==> config.mk <==
export PLATFORM = sky130hd
export DESIGN_NAME = once_periodic_task_timer
export DESIGN_NICKNAME = d
export VERILOG_FILES = /design/src/rtl/opt_pkg.sv /design/src/rtl/opt_front.sv /design/src/rtl/opt_back.sv /design/src/rtl/once_periodic_task_timer.sv
export SDC_FILE = /design/constraint.sdc
export NUM_CORES = 1
export LEC_CHECK = 0
export BUFFER_PORTS_ARGS = -buffer_cell sky130_fd_sc_hd__buf_2
export CORE_MARGIN = 2
export CORE_UTILIZATION = 59
export CTS_BUF_LIST = sky130_fd_sc_hd__clkbuf_4
export DETAILED_ROUTE_END_ITERATION = 6
export PLACE_DENSITY_LB_ADDON = 0.1
export SLEW_MARGIN = 5
export SYNTH_ARGS = -nofsm -noshare
export SYNTH_HDL_FRONTEND = slang
export SYNTH_HIERARCHICAL = 1
export SYNTH_SLANG_ARGS = --single-unit
==> constraint.sdc <==
create_clock -name clk_i -period 6.25 [get_ports clk_i]
set_input_delay 0 -clock clk_i [delete_from_list [all_inputs] [get_ports clk_i]]
set_output_delay 0 -clock clk_i [all_outputs]
set_load 0.01 [all_outputs]
==> src/rtl/opt_pkg.sv <==
// Shared types and constants for the periodic and one-shot task timer.
package opt_pkg;

  // Operation codes carried in the func field of a request.
  localparam logic [1:0] FUNC_UPDATE   = 2'd0;
  localparam logic [1:0] FUNC_ONCE     = 2'd1;
  localparam logic [1:0] FUNC_PERIODIC = 2'd2;
  localparam logic [1:0] FUNC_DISARM   = 2'd3;

  // Depth of the command queue between the front and the back.
  localparam int unsigned QDepth = 2;

  // Input request as it arrives on the input channel.
  typedef struct packed {
    logic [1:0]  func;
    logic [2:0]  slot;
    logic [31:0] interval_ms;
    logic [31:0] now_ms;
  } in_req_t;

  // Result as it leaves on the output channel.
  typedef struct packed {
    logic [2:0] fired_slot;
    logic       last;
  } out_res_t;

  // Command kinds after classification by the front.
  typedef enum logic [1:0] {
    CMD_UPDATE,
    CMD_ARM_ONCE,
    CMD_ARM_PERIODIC,
    CMD_DISARM
  } cmd_e;

  // One queued command.
  typedef struct packed {
    cmd_e        kind;
    logic [2:0]  slot;
    logic [31:0] interval_ms;
    logic [31:0] now_ms;
  } cmd_t;

  // One slot of the timer table.
  typedef struct packed {
    logic        periodic;
    logic [31:0] period;
    logic [31:0] due;
  } slot_entry_t;

  // States of the back-end sequencer.
  typedef enum logic [1:0] {
    BK_IDLE,
    BK_SCAN,
    BK_FLUSH
  } back_state_e;

endpackage

==> src/rtl/opt_front.sv <==
// Front end: classifies requests, drops out-of-range ones and queues the rest.
module opt_front #(
  parameter int unsigned NUM_SLOTS = 8
) (
  input  logic             clk_i,
  input  logic             rst_ni,
  input  logic             in_valid_i,
  output logic             in_stall_o,
  input  opt_pkg::in_req_t in_req_i,
  output logic             q_valid_o,
  output opt_pkg::cmd_t    q_cmd_o,
  input  logic             q_pop_i
);
  import opt_pkg::*;

  localparam int unsigned PtrW = (QDepth > 1) ? $clog2(QDepth) : 1;
  localparam int unsigned CntW = $clog2(QDepth + 1);

  cmd_t            entry_q [QDepth];
  logic [PtrW-1:0] wr_ptr_q, wr_ptr_d;
  logic [PtrW-1:0] rd_ptr_q, rd_ptr_d;
  logic [CntW-1:0] count_q, count_d;

  cmd_t cmd;
  logic keep;
  logic full;
  logic push;

  // Classify the request; arm and disarm of a slot outside the table are dropped.
  always_comb begin
    cmd.slot        = in_req_i.slot;
    cmd.interval_ms = in_req_i.interval_ms;
    cmd.now_ms      = in_req_i.now_ms;
    case (in_req_i.func)
      FUNC_UPDATE:   cmd.kind = CMD_UPDATE;
      FUNC_ONCE:     cmd.kind = CMD_ARM_ONCE;
      FUNC_PERIODIC: cmd.kind = CMD_ARM_PERIODIC;
      FUNC_DISARM:   cmd.kind = CMD_DISARM;
      default:       cmd.kind = CMD_UPDATE;
    endcase
    keep = (in_req_i.func == FUNC_UPDATE) || (32'(in_req_i.slot) < 32'(NUM_SLOTS));
  end

  assign full       = (count_q == CntW'(QDepth));
  assign in_stall_o = full;
  assign push       = in_valid_i && !full && keep;
  assign q_valid_o  = (count_q != '0);
  assign q_cmd_o    = entry_q[rd_ptr_q];

  // Queue pointer and fill-count update.
  always_comb begin
    wr_ptr_d = wr_ptr_q;
    rd_ptr_d = rd_ptr_q;
    count_d  = count_q;
    if (push) begin
      wr_ptr_d = (wr_ptr_q == PtrW'(QDepth - 1)) ? '0 : wr_ptr_q + 1'b1;
    end
    if (q_pop_i && q_valid_o) begin
      rd_ptr_d = (rd_ptr_q == PtrW'(QDepth - 1)) ? '0 : rd_ptr_q + 1'b1;
    end
    if (push && !(q_pop_i && q_valid_o)) begin
      count_d = count_q + 1'b1;
    end else if (!push && q_pop_i && q_valid_o) begin
      count_d = count_q - 1'b1;
    end
  end

  always_ff @(posedge clk_i or negedge rst_ni) begin
    if (!rst_ni) begin
      wr_ptr_q <= '0;
      rd_ptr_q <= '0;
      count_q  <= '0;
    end else begin
      wr_ptr_q <= wr_ptr_d;
      rd_ptr_q <= rd_ptr_d;
      count_q  <= count_d;
    end
  end

  // Queue storage needs no reset.
  always_ff @(posedge clk_i) begin
    if (push) begin
      entry_q[wr_ptr_q] <= cmd;
    end
  end

endmodule

==> src/rtl/opt_back.sv <==
// Back end: slot table, arm and disarm execution, and the update scan.
module opt_back #(
  parameter int unsigned NUM_SLOTS = 8
) (
  input  logic              clk_i,
  input  logic              rst_ni,
  input  logic              q_valid_i,
  input  opt_pkg::cmd_t     q_cmd_i,
  output logic              q_pop_o,
  output logic              out_valid_o,
  input  logic              out_stall_i,
  output opt_pkg::out_res_t out_res_o
);
  import opt_pkg::*;

  localparam int unsigned IdxW = (NUM_SLOTS > 1) ? $clog2(NUM_SLOTS) : 1;
  localparam logic [IdxW-1:0] LastIdx = IdxW'(NUM_SLOTS - 1);

  back_state_e state_q, state_d;

  slot_entry_t          mem_q [NUM_SLOTS];
  slot_entry_t          rd_q;
  logic [IdxW-1:0]      rd_addr;
  logic                 mem_we;
  logic [IdxW-1:0]      mem_waddr;
  slot_entry_t          mem_wdata;

  logic [NUM_SLOTS-1:0] armed_q, armed_d;
  logic [IdxW-1:0]      scan_idx_q, scan_idx_d;
  logic [31:0]          now_q, now_d;
  logic                 pend_vld_q, pend_vld_d;
  logic [IdxW-1:0]      pend_slot_q, pend_slot_d;
  logic                 out_vld_q;
  out_res_t             out_q;

  logic                 out_free;
  logic                 out_load;
  out_res_t             out_data;
  logic                 fire;
  logic                 advance;
  logic [IdxW-1:0]      arm_idx;

  assign arm_idx  = IdxW'(q_cmd_i.slot);
  assign out_free = !out_vld_q || !out_stall_i;
  assign fire     = armed_q[scan_idx_q] && (now_q >= rd_q.due);
  assign advance  = !fire || !pend_vld_q || out_free;

  // Sequencer: executes one command, or scans one slot per cycle on update while the output
  // does not block. A fired slot is held until the next fires or the scan ends, so the final one can carry last.
  always_comb begin
    state_d     = state_q;
    q_pop_o     = 1'b0;
    mem_we      = 1'b0;
    mem_waddr   = scan_idx_q;
    mem_wdata   = rd_q;
    armed_d     = armed_q;
    scan_idx_d  = scan_idx_q;
    now_d       = now_q;
    pend_vld_d  = pend_vld_q;
    pend_slot_d = pend_slot_q;
    out_load    = 1'b0;
    out_data.fired_slot = 3'(pend_slot_q);
    out_data.last       = 1'b0;
    rd_addr     = '0;
    case (state_q)
      BK_IDLE: begin
        if (q_valid_i) begin
          q_pop_o = 1'b1;
          case (q_cmd_i.kind)
            CMD_UPDATE: begin
              now_d      = q_cmd_i.now_ms;
              scan_idx_d = '0;
              state_d    = BK_SCAN;
            end
            CMD_ARM_ONCE: begin
              mem_we             = 1'b1;
              mem_waddr          = arm_idx;
              mem_wdata.periodic = 1'b0;
              mem_wdata.period   = q_cmd_i.interval_ms;
              mem_wdata.due      = q_cmd_i.now_ms + q_cmd_i.interval_ms;
              armed_d[arm_idx]   = 1'b1;
            end
            CMD_ARM_PERIODIC: begin
              mem_we             = 1'b1;
              mem_waddr          = arm_idx;
              mem_wdata.periodic = 1'b1;
              mem_wdata.period   = q_cmd_i.interval_ms;
              mem_wdata.due      = q_cmd_i.now_ms;
              armed_d[arm_idx]   = 1'b1;
            end
            CMD_DISARM: begin
              armed_d[arm_idx] = 1'b0;
            end
            default: begin
            end
          endcase
        end
      end
      BK_SCAN: begin
        if (fire && advance) begin
          // Release the previous fired slot, then hold this one.
          if (pend_vld_q) begin
            out_load = 1'b1;
          end
          pend_vld_d  = 1'b1;
          pend_slot_d = scan_idx_q;
          if (rd_q.periodic) begin
            mem_we        = 1'b1;
            mem_wdata.due = rd_q.due + rd_q.period;
          end else begin
            armed_d[scan_idx_q] = 1'b0;
          end
        end
        if (advance) begin
          if (scan_idx_q == LastIdx) begin
            state_d = BK_FLUSH;
          end else begin
            scan_idx_d = scan_idx_q + 1'b1;
            rd_addr    = scan_idx_q + 1'b1;
          end
        end else begin
          rd_addr = scan_idx_q;
        end
      end
      BK_FLUSH: begin
        if (!pend_vld_q) begin
          state_d = BK_IDLE;
        end else if (out_free) begin
          out_load      = 1'b1;
          out_data.last = 1'b1;
          pend_vld_d    = 1'b0;
          state_d       = BK_IDLE;
        end
      end
      default: begin
        state_d = BK_IDLE;
      end
    endcase
  end

  // Control registers.
  always_ff @(posedge clk_i or negedge rst_ni) begin
    if (!rst_ni) begin
      state_q    <= BK_IDLE;
      armed_q    <= '0;
      scan_idx_q <= '0;
      pend_vld_q <= 1'b0;
      out_vld_q  <= 1'b0;
    end else begin
      state_q    <= state_d;
      armed_q    <= armed_d;
      scan_idx_q <= scan_idx_d;
      pend_vld_q <= pend_vld_d;
      if (out_load) begin
        out_vld_q <= 1'b1;
      end else if (!out_stall_i) begin
        out_vld_q <= 1'b0;
      end
    end
  end

  // Payload registers.
  always_ff @(posedge clk_i) begin
    now_q       <= now_d;
    pend_slot_q <= pend_slot_d;
    if (out_load) begin
      out_q <= out_data;
    end
  end

  // Slot table: one write port, one registered read port.
  always_ff @(posedge clk_i) begin
    if (mem_we) begin
      mem_q[mem_waddr] <= mem_wdata;
    end
    rd_q <= mem_q[rd_addr];
  end

  assign out_valid_o = out_vld_q;
  assign out_res_o   = out_q;

`ifndef ASSERT_OFF
  // No held result may be left behind when the sequencer goes idle.
  assert property (@(posedge clk_i) disable iff (!rst_ni)
    state_q == BK_IDLE |-> !pend_vld_q)
    else $error("held result lost at end of update");

  // A held result always comes from a slot already passed by the scan.
  assert property (@(posedge clk_i) disable iff (!rst_ni)
    (state_q == BK_SCAN && pend_vld_q) |-> (pend_slot_q < scan_idx_q))
    else $error("held slot not behind scan position");

  // The scan index stays inside the table.
  assert property (@(posedge clk_i) disable iff (!rst_ni)
    state_q == BK_SCAN |-> scan_idx_q <= LastIdx)
    else $error("scan index out of range");

  // A scan step blocked by the output keeps its position.
  assert property (@(posedge clk_i) disable iff (!rst_ni)
    (state_q == BK_SCAN && !advance) |=> (state_q == BK_SCAN && $stable(scan_idx_q)))
    else $error("scan moved while blocked");
`endif

endmodule

==> src/rtl/once_periodic_task_timer.sv <==
// Top level of the timer slot table: front end, command queue and back end.
//
// Usage: each request on the input channel (in_valid_i / in_stall_o, payload
// in_req_i) carries an operation, a slot, an interval and the current time.
// Arm and disarm requests change one slot and give no result. An update
// request scans every slot in index order and gives one result on the output
// channel (out_valid_o / out_stall_i, payload out_res_o) for each slot that is
// due; the final result of an update has last set. An update with nothing due
// gives no result.
// Timing: the front queues up to two requests and takes one a cycle while
// room is left. The back executes an arm or disarm from idle and scans an
// update one slot per cycle, while the scan is not paused, through the
// table's registered read port. The first result of an update appears once a
// second due slot is found or the scan ends, since last is known only then.
// A stalled output holds its result; the scan pauses only when a new fired
// slot finds a held result while the output register is full and stalled.
// Reset clears all armed flags, the queue and the output register; the slot
// table contents are undefined until a slot is armed.
module once_periodic_task_timer #(
  parameter int unsigned NUM_SLOTS = 8
) (
  input  logic              clk_i,
  input  logic              rst_ni,
  input  logic              in_valid_i,
  output logic              in_stall_o,
  input  opt_pkg::in_req_t  in_req_i,
  output logic              out_valid_o,
  input  logic              out_stall_i,
  output opt_pkg::out_res_t out_res_o
);
  import opt_pkg::*;

  logic q_valid;
  cmd_t q_cmd;
  logic q_pop;

  // Classification and command queue.
  opt_front #(
    .NUM_SLOTS(NUM_SLOTS)
  ) u_front (
    .clk_i     (clk_i),
    .rst_ni    (rst_ni),
    .in_valid_i(in_valid_i),
    .in_stall_o(in_stall_o),
    .in_req_i  (in_req_i),
    .q_valid_o (q_valid),
    .q_cmd_o   (q_cmd),
    .q_pop_i   (q_pop)
  );

  // Slot table and scan engine.
  opt_back #(
    .NUM_SLOTS(NUM_SLOTS)
  ) u_back (
    .clk_i      (clk_i),
    .rst_ni     (rst_ni),
    .q_valid_i  (q_valid),
    .q_cmd_i    (q_cmd),
    .q_pop_o    (q_pop),
    .out_valid_o(out_valid_o),
    .out_stall_i(out_stall_i),
    .out_res_o  (out_res_o)
  );

endmodule
Word level (Yosys, flattened, before mapping). Memories as Yosys holds them, arrays and structs flattened. A register that Yosys moved wholly into a read port is not among the register bits. Cells that the tools add are included.

Muxes and demuxes: 62. Reductions and logical operators: 33. Bitwise gates (word level): 5. Eq/ne operators: 20. Add/sub/neg operators: 7. Magnitude comparators: 5.

Operator list (count): one-hot mux 65 bit (2 select lines) (1); two-way mux 65 bit (1); adder 32 bit (2); two-way mux 32 bit (2); one-hot mux 32 bit (2 select lines) (1); two-way mux 33 bit (1); >= comparator 32 bit (1); one-hot mux 8 bit (2 select lines) (2); two-way mux 3 bit (10); two-way mux 1 bit (24); two-way mux 8 bit (3); AND 8 bit (2); two-way mux 2 bit (8); inverter 8 bit (2); AND reduction 5 bit (3); == test 2 bit (second input constant) (6); logical AND 1 bit (9); < comparator 3 x 4 -> 1 bit (second input constant) (2); != test 2 x 1 -> 1 bit (second input constant) (4); != test 2 bit (second input constant) (4); bitwise OR 8 bit (1); one-hot mux 2 bit (4 select lines) (1); nonzero test 2 bit (4); zero test 1 bit (7); other kinds (18) (31).

Word-level logic and storage cells: 146. Register bits: 58. Output and inout port bits: 6. Memories: 2. Input port bits: 73. Bits in writable memories: 658.

Memories: u_back.mem_q (words 8, bits a word 65, rd ports 1, clocked after Yosys merged registers in 1, wr ports 1, RTL line opt_back.sv:21) `slot_entry_t mem_q [NUM_SLOTS];`; u_front.entry_q (words 2, bits a word 69, rd ports 1, clocked after Yosys merged registers in 0, wr ports 1, RTL line opt_front.sv:19) `cmd_t entry_q [QDepth];`.

Logic depth before layout (Yosys ltp).
Word-level depth: 11. Mapped depth: 15. Depth with buffers taken out: 13.

Modules after synthesis. Netlist, hierarchy kept.

By module, submodules not included: opt_back (cells an instance 2262, area each 29804.8 µm², sequential area each 18462.7 µm², times used 1); opt_front (cells an instance 239, area each 5540.3 µm², sequential area each 4244.1 µm², times used 1).

Worst setup path before layout. Ideal clock, no wire load.

Path kind: reg2reg. Start: register, netlist name u_back/rd_q[25]. End: memory u_back/mem_q[4][0] in the netlist's numbering, enable pin. Data arrival time: 5.524 ns. Cell stages (with the launch flop): 10. Period minus slack after synthesis: 6.033 ns. Required time: 5.741 ns. Slack: 0.217 ns. Path buffers: 0. Setup time: 0.509 ns. Cell sequence: dfxtp_1 -> inv_1 -> ha_1 -> nand4_1 -> or4_1 -> a211o_1 -> a31oi_4 -> and4_1 -> nand3_1 -> a21oi_1.

Longest elaborated chain between the ends: 10.

RTL lines: >= comparator 32 bit (*) (RTL line opt_back.sv:45) `assign fire = armed_q[scan_idx_q] && (now_q >= rd_q.due);`; logical AND 1 bit (*) (RTL line opt_back.sv:45); zero test 1 bit (RTL line opt_back.sv:46) `assign advance = !fire || !pend_vld_q || out_free;`; logical OR 1 bit (2 in a row) (RTL line opt_back.sv:46); logical AND 1 bit (*) (RTL line opt_back.sv:100) `if (fire && advance) begin`; two-way mux 1 bit (*) (RTL line opt_back.sv:100); one-hot mux 1 bit (2 select lines) (*) (RTL line opt_back.sv:65) `case (state_q)`; two-way mux 1 bit (*) (RTL line opt_back.sv:173) `if (mem_we) begin`; two-way mux 1 bit (not written as such) (*) (RTL line opt_back.sv:174) `mem_q[mem_waddr] <= mem_wdata;`; end: declaration (RTL line opt_back.sv:21).

Every way passes the cells marked *; elsewhere a longest branch is shown, timed or not.

==> summary.txt <==
Status
  • Run status: complete, but fails checks
  • Violations in the final reports: design-rule violations

Clock tree
  • Number of H-tree branching levels: 4
  • # Post-CTS Setup Buffers: 0
  • CTS resizes: 0
  • Clock root cell: sky130_fd_sc_hd__clkbuf_4
  • Clock tree buffer depth: 3
  • Clock transition at the registers of the reported paths: around 0.07 ns
  • Sinks on Clock Net: slightly below 800
  • CTS tree: yes
  • Inserted Clock Buffers: 193
  • Clk_lat worst skew: 1.06 ns

Drt
  • Post-route ant nets: 0
  • First-pass DRT Iterations: 7
  • DRC: 14
  • Max Used Layer: met4
  • Length of routed met2 wiring: approximately 42000 um
  • Total vias in the final route: about 24000
  • Average detailed-routed wire length per instance: approximately 25 um
  • Metal3 WL: between 10000 and 15000 um
  • Vias/cell: between 6 and 7
  • Wire length on met1: between 30000 and 40000 um
  • DR iter-0 viols: roughly 2600
  • Total wirelength of the detailed-routed design: 93900 um

GRT
  • Global-route wire length before repair: approximately 140000 um
  • Number of antenna violations at the first check in global routing: 4
  • Combined global-route utilization of all metal layers: 0.303
  • Vias in the first global route: 23903
  • Pin count of the biggest net entering global routing: 131
  • Gr ovfl total: 0

Yosys
  • Netlist area before placement: about 0.035 mm^2
  • Number of warnings reported in the yosys synthesis log: 6
  • Sequential element share of the synthesized area: 0.642
  • Per-instance average area after synthesis: approximately 14 um^2
  • Most frequent cells after synthesis: sky130_fd_sc_hd__edfxtp_1, sky130_fd_sc_hd__o21ai_0, sky130_fd_sc_hd__mux2i_1
  • Synth unique cells: 76
  • Number of enable flip-flop cells after synthesis: around 700
  • Ys async rst share: 0.0243
  • Synth area leader: sky130_fd_sc_hd__edfxtp_1
  • Gate count after technology mapping: ~2500
  • Most common cell in the synthesized netlist: sky130_fd_sc_hd__edfxtp_1
  • Nets in the synthesized netlist: 2679
  • Primary FF master, synth: sky130_fd_sc_hd__edfxtp_1
  • Dominant cells by area after synthesis: sky130_fd_sc_hd__edfxtp_1, sky130_fd_sc_hd__mux2i_1, sky130_fd_sc_hd__dfxtp_1
  • Area share of the leading cell type in the synthesized netlist: 0.592
  • Flops & latches, synth: 781

Floorplan
  • Die ar.: between 0.06 and 0.07 mm^2
  • Die width: 249 um
  • Count of pins on the block boundary: slightly below 80
  • Die span in y: roughly 250 um
  • Starting density of the core: 0.598
  • Core Rows: 89
  • Area inside the core boundary: about 0.059 mm^2

Timing
  • Fin. Hold Viols: 0
  • Final Max Slew Viols: 0
  • Final total negative setup slack: 0 ns
  • Unrepaired setup endpoints after global routing: false
  • Slew at the pin closest to its max-slew limit: roughly 1.2 ns
  • Share of the clock period used by the worst path: 0.818
  • Normalized max-slew margin: 0.224
  • Post-Route Skew: ~0.085 ns
  • Highest clock rate: between 0.15 and 0.2 GHz
  • Final period demand of the worst path: between 5 and 6 ns
  • Final count of negative-setup-slack endpoints: 0

Worst setup path
  • Worst setup SP type: flip-flop
  • Logic depth of the worst register-to-register path: 13
  • Type of the worst setup path: flip-flop to flip-flop
  • Critical path arrival: 5.80 ns
  • Worst EP required: 6.94 ns
  • Biggest fanout along the worst timing path: 38
  • Critical Path Sink Type: flip-flop

Power
  • Pwr/cell area: 553 mW/mm^2
  • IR drop worst, VDD: about 0.5 mV
  • Static Leakage: around 15 nW

Place
  • DP HPWL: 56500 um
  • Port Buf Inserts: 78
  • Global placer's final weighted congestion: a little over 0.9

Final layout
  • Layout Area Growth over Synthesis: 14.2%
  • Share of the core filled with cells: 0.682
  • Nets: between 2000 and 3000
  • Fraction of layout cells with a size suffix above 1: 0.204

Min path
  • Hold/Removal Path Class: input pin to async pin

Run
  • Max_cap viols: 0
-- worst max-delay path: stages, from the launching register on --
cell and delay [ns]:
sky130_fd_sc_hd__dfrtp_4 0.88, sky130_fd_sc_hd__mux2_4 0.31, sky130_fd_sc_hd__ha_1 0.21, sky130_fd_sc_hd__inv_1 0.07, sky130_fd_sc_hd__fa_1 0.40, sky130_fd_sc_hd__nor2b_1 0.12
sky130_fd_sc_hd__o21ai_0 0.10, sky130_fd_sc_hd__a21boi_0 0.43, sky130_fd_sc_hd__o21ai_0 0.35, sky130_fd_sc_hd__o21a_1 0.31, sky130_fd_sc_hd__o21ai_0 0.47, sky130_fd_sc_hd__a41oi_1 0.22
sky130_fd_sc_hd__xor2_1 0.21, sky130_fd_sc_hd__o21ai_0 0.67
-- path summary, 6_finish.rpt --
kind / from / endpoint / slack [ns]
max: u_front/rd_ptr_q$_DFFE_PN0P_ / u_back/mem_q[3][28]$_DFFE_PP_ / 1.14
min: rst_ni / u_front/count_q[1]$_DFFE_PN0P_ / 0.18
max in group asynchronous: rst_ni / u_front/rd_ptr_q$_DFFE_PN0P_ / 5.42
min reg2reg: u_back/pend_slot_q[2]$_DFFE_PP_ / u_back/out_res_o[3]$_DFFE_PP_ / 0.41
max reg2reg: u_front/rd_ptr_q$_DFFE_PN0P_ / u_back/mem_q[3][28]$_DFFE_PP_ / 1.14
min in group clk_i: out_stall_i / u_back/pend_slot_q[2]$_DFFE_PP_ / 0.23
-- metal layers --
layer  global-route usage  vias up
li1                     -    10611
met1                0.413    11723
met2                0.463     1188
met3                0.102      132
met4               0.0926        0
met5                    0        -
-- per-stage QoR --
stage	std cells	instance area (um^2)	setup slack (ns)	total power, mW	hold slack, ns
2_1_floorplan	2501	35300	0.217	15.0	-0.296
6_report	3719	40400	1.14	22.3	0.180
4_1_cts	3716	40300	1.25	22.1	0.115
5_1_grt	3719	40400	0.876	23.6	0.181
3_3_place_gp	3233	36400	1.39	17.5	-0.0334
3_5_place_dp	3233	36400	1.29	17.7	-0.0282
-- kinds of logic after synthesis --
logic type / synth area share
AO/OA/AOI/OAI: 0.149
buffers and inverters: 0.0318
adder cells (fa/ha/maj): 0.0376
AND/OR/NAND/NOR: 0.0556
XOR/XNOR: 0.0112
multiplexers: 0.0729
flip-flops: 0.642
-- state kept, by name, summed over array words and instances, names as in the netlist, named ones only --
signal	flops
u_back/mem_q	520
u_front/rd_ptr_q	1
u_back/pend_slot_q	3
u_front/wr_ptr_q	1
u_back/out_valid_o	1
u_back/out_res_o	4
u_back/rd_q	65
u_front/count_q	2
u_back/scan_idx_q	3
u_back/state_q	2
u_back/now_q	32
u_back/pend_vld_q	1
u_front/entry_q	138
-- power by group --
part,total [mW],switching (mW),internal (mW),leakage [nW]
Sequential,8.25,0.591,7.66,7.13
Clock,4.32,2.04,2.28,1.51
Combinational,9.75,6.36,3.39,6.42
-- cell usage in the layout, fill, tap and decap left out, types with 10 or more instances in the layout --
master / Yosys / layout
sky130_fd_sc_hd__clkbuf_4: 0 / 295
sky130_fd_sc_hd__a31oi_1: 82 / 82
sky130_fd_sc_hd__o21a_1: 12 / 12
sky130_fd_sc_hd__nand3_1: 117 / 117
sky130_fd_sc_hd__o21ai_0: 214 / 214
sky130_fd_sc_hd__a21oi_1: 87 / 85
sky130_fd_sc_hd__buf_4: 7 / 28
sky130_fd_sc_hd__o31ai_1: 10 / 10
sky130_fd_sc_hd__dfxtp_1: 65 / 65
sky130_fd_sc_hd__buf_12: 7 / 12
sky130_fd_sc_hd__dlygate4sd3_1: 0 / 144
sky130_fd_sc_hd__nor2b_1: 14 / 14
sky130_fd_sc_hd__buf_2: 35 / 78
sky130_fd_sc_hd__xor2_1: 21 / 21
sky130_fd_sc_hd__clkinv_1: 0 / 21
sky130_fd_sc_hd__a221oi_1: 18 / 18
sky130_fd_sc_hd__a21o_1: 49 / 49
sky130_fd_sc_hd__nand4_1: 15 / 15
sky130_fd_sc_hd__edfxtp_1: 697 / 697
sky130_fd_sc_hd__mux2_4: 69 / 69
sky130_fd_sc_hd__ha_1: 103 / 102
sky130_fd_sc_hd__nand2_1: 143 / 141
sky130_fd_sc_hd__a221oi_2: 60 / 60
sky130_fd_sc_hd__o211ai_1: 24 / 24
sky130_fd_sc_hd__xnor2_1: 24 / 24
sky130_fd_sc_hd__nor2_1: 57 / 56
sky130_fd_sc_hd__and3_1: 14 / 12
sky130_fd_sc_hd__a32o_1: 65 / 65
sky130_fd_sc_hd__dfrtp_1: 19 / 18
sky130_fd_sc_hd__inv_1: 63 / 62
sky130_fd_sc_hd__mux2i_1: 147 / 146
sky130_fd_sc_hd__a211oi_1: 10 / 10
sky130_fd_sc_hd__a22oi_1: 13 / 13
-- area by class of cell --
class	instances	area, um^2
Tap cell	773	967
Inverter	63	239
Sequential cell	781	22700
Antenna cell	3	7.51
Fill cell	4052	18800
Clock buffer	295	2210
Multi-Input combinational cell	1498	11600
Timing Repair Buffer	262	2280
Clock inverter	44	315
-- timing repair --
item,CTS,global route
endpoints found under the setup margin,0,0
hold buffers,144,0
endpoints found under the hold margin,311,0
Note: power is estimated with default switching activity, not from simulation.
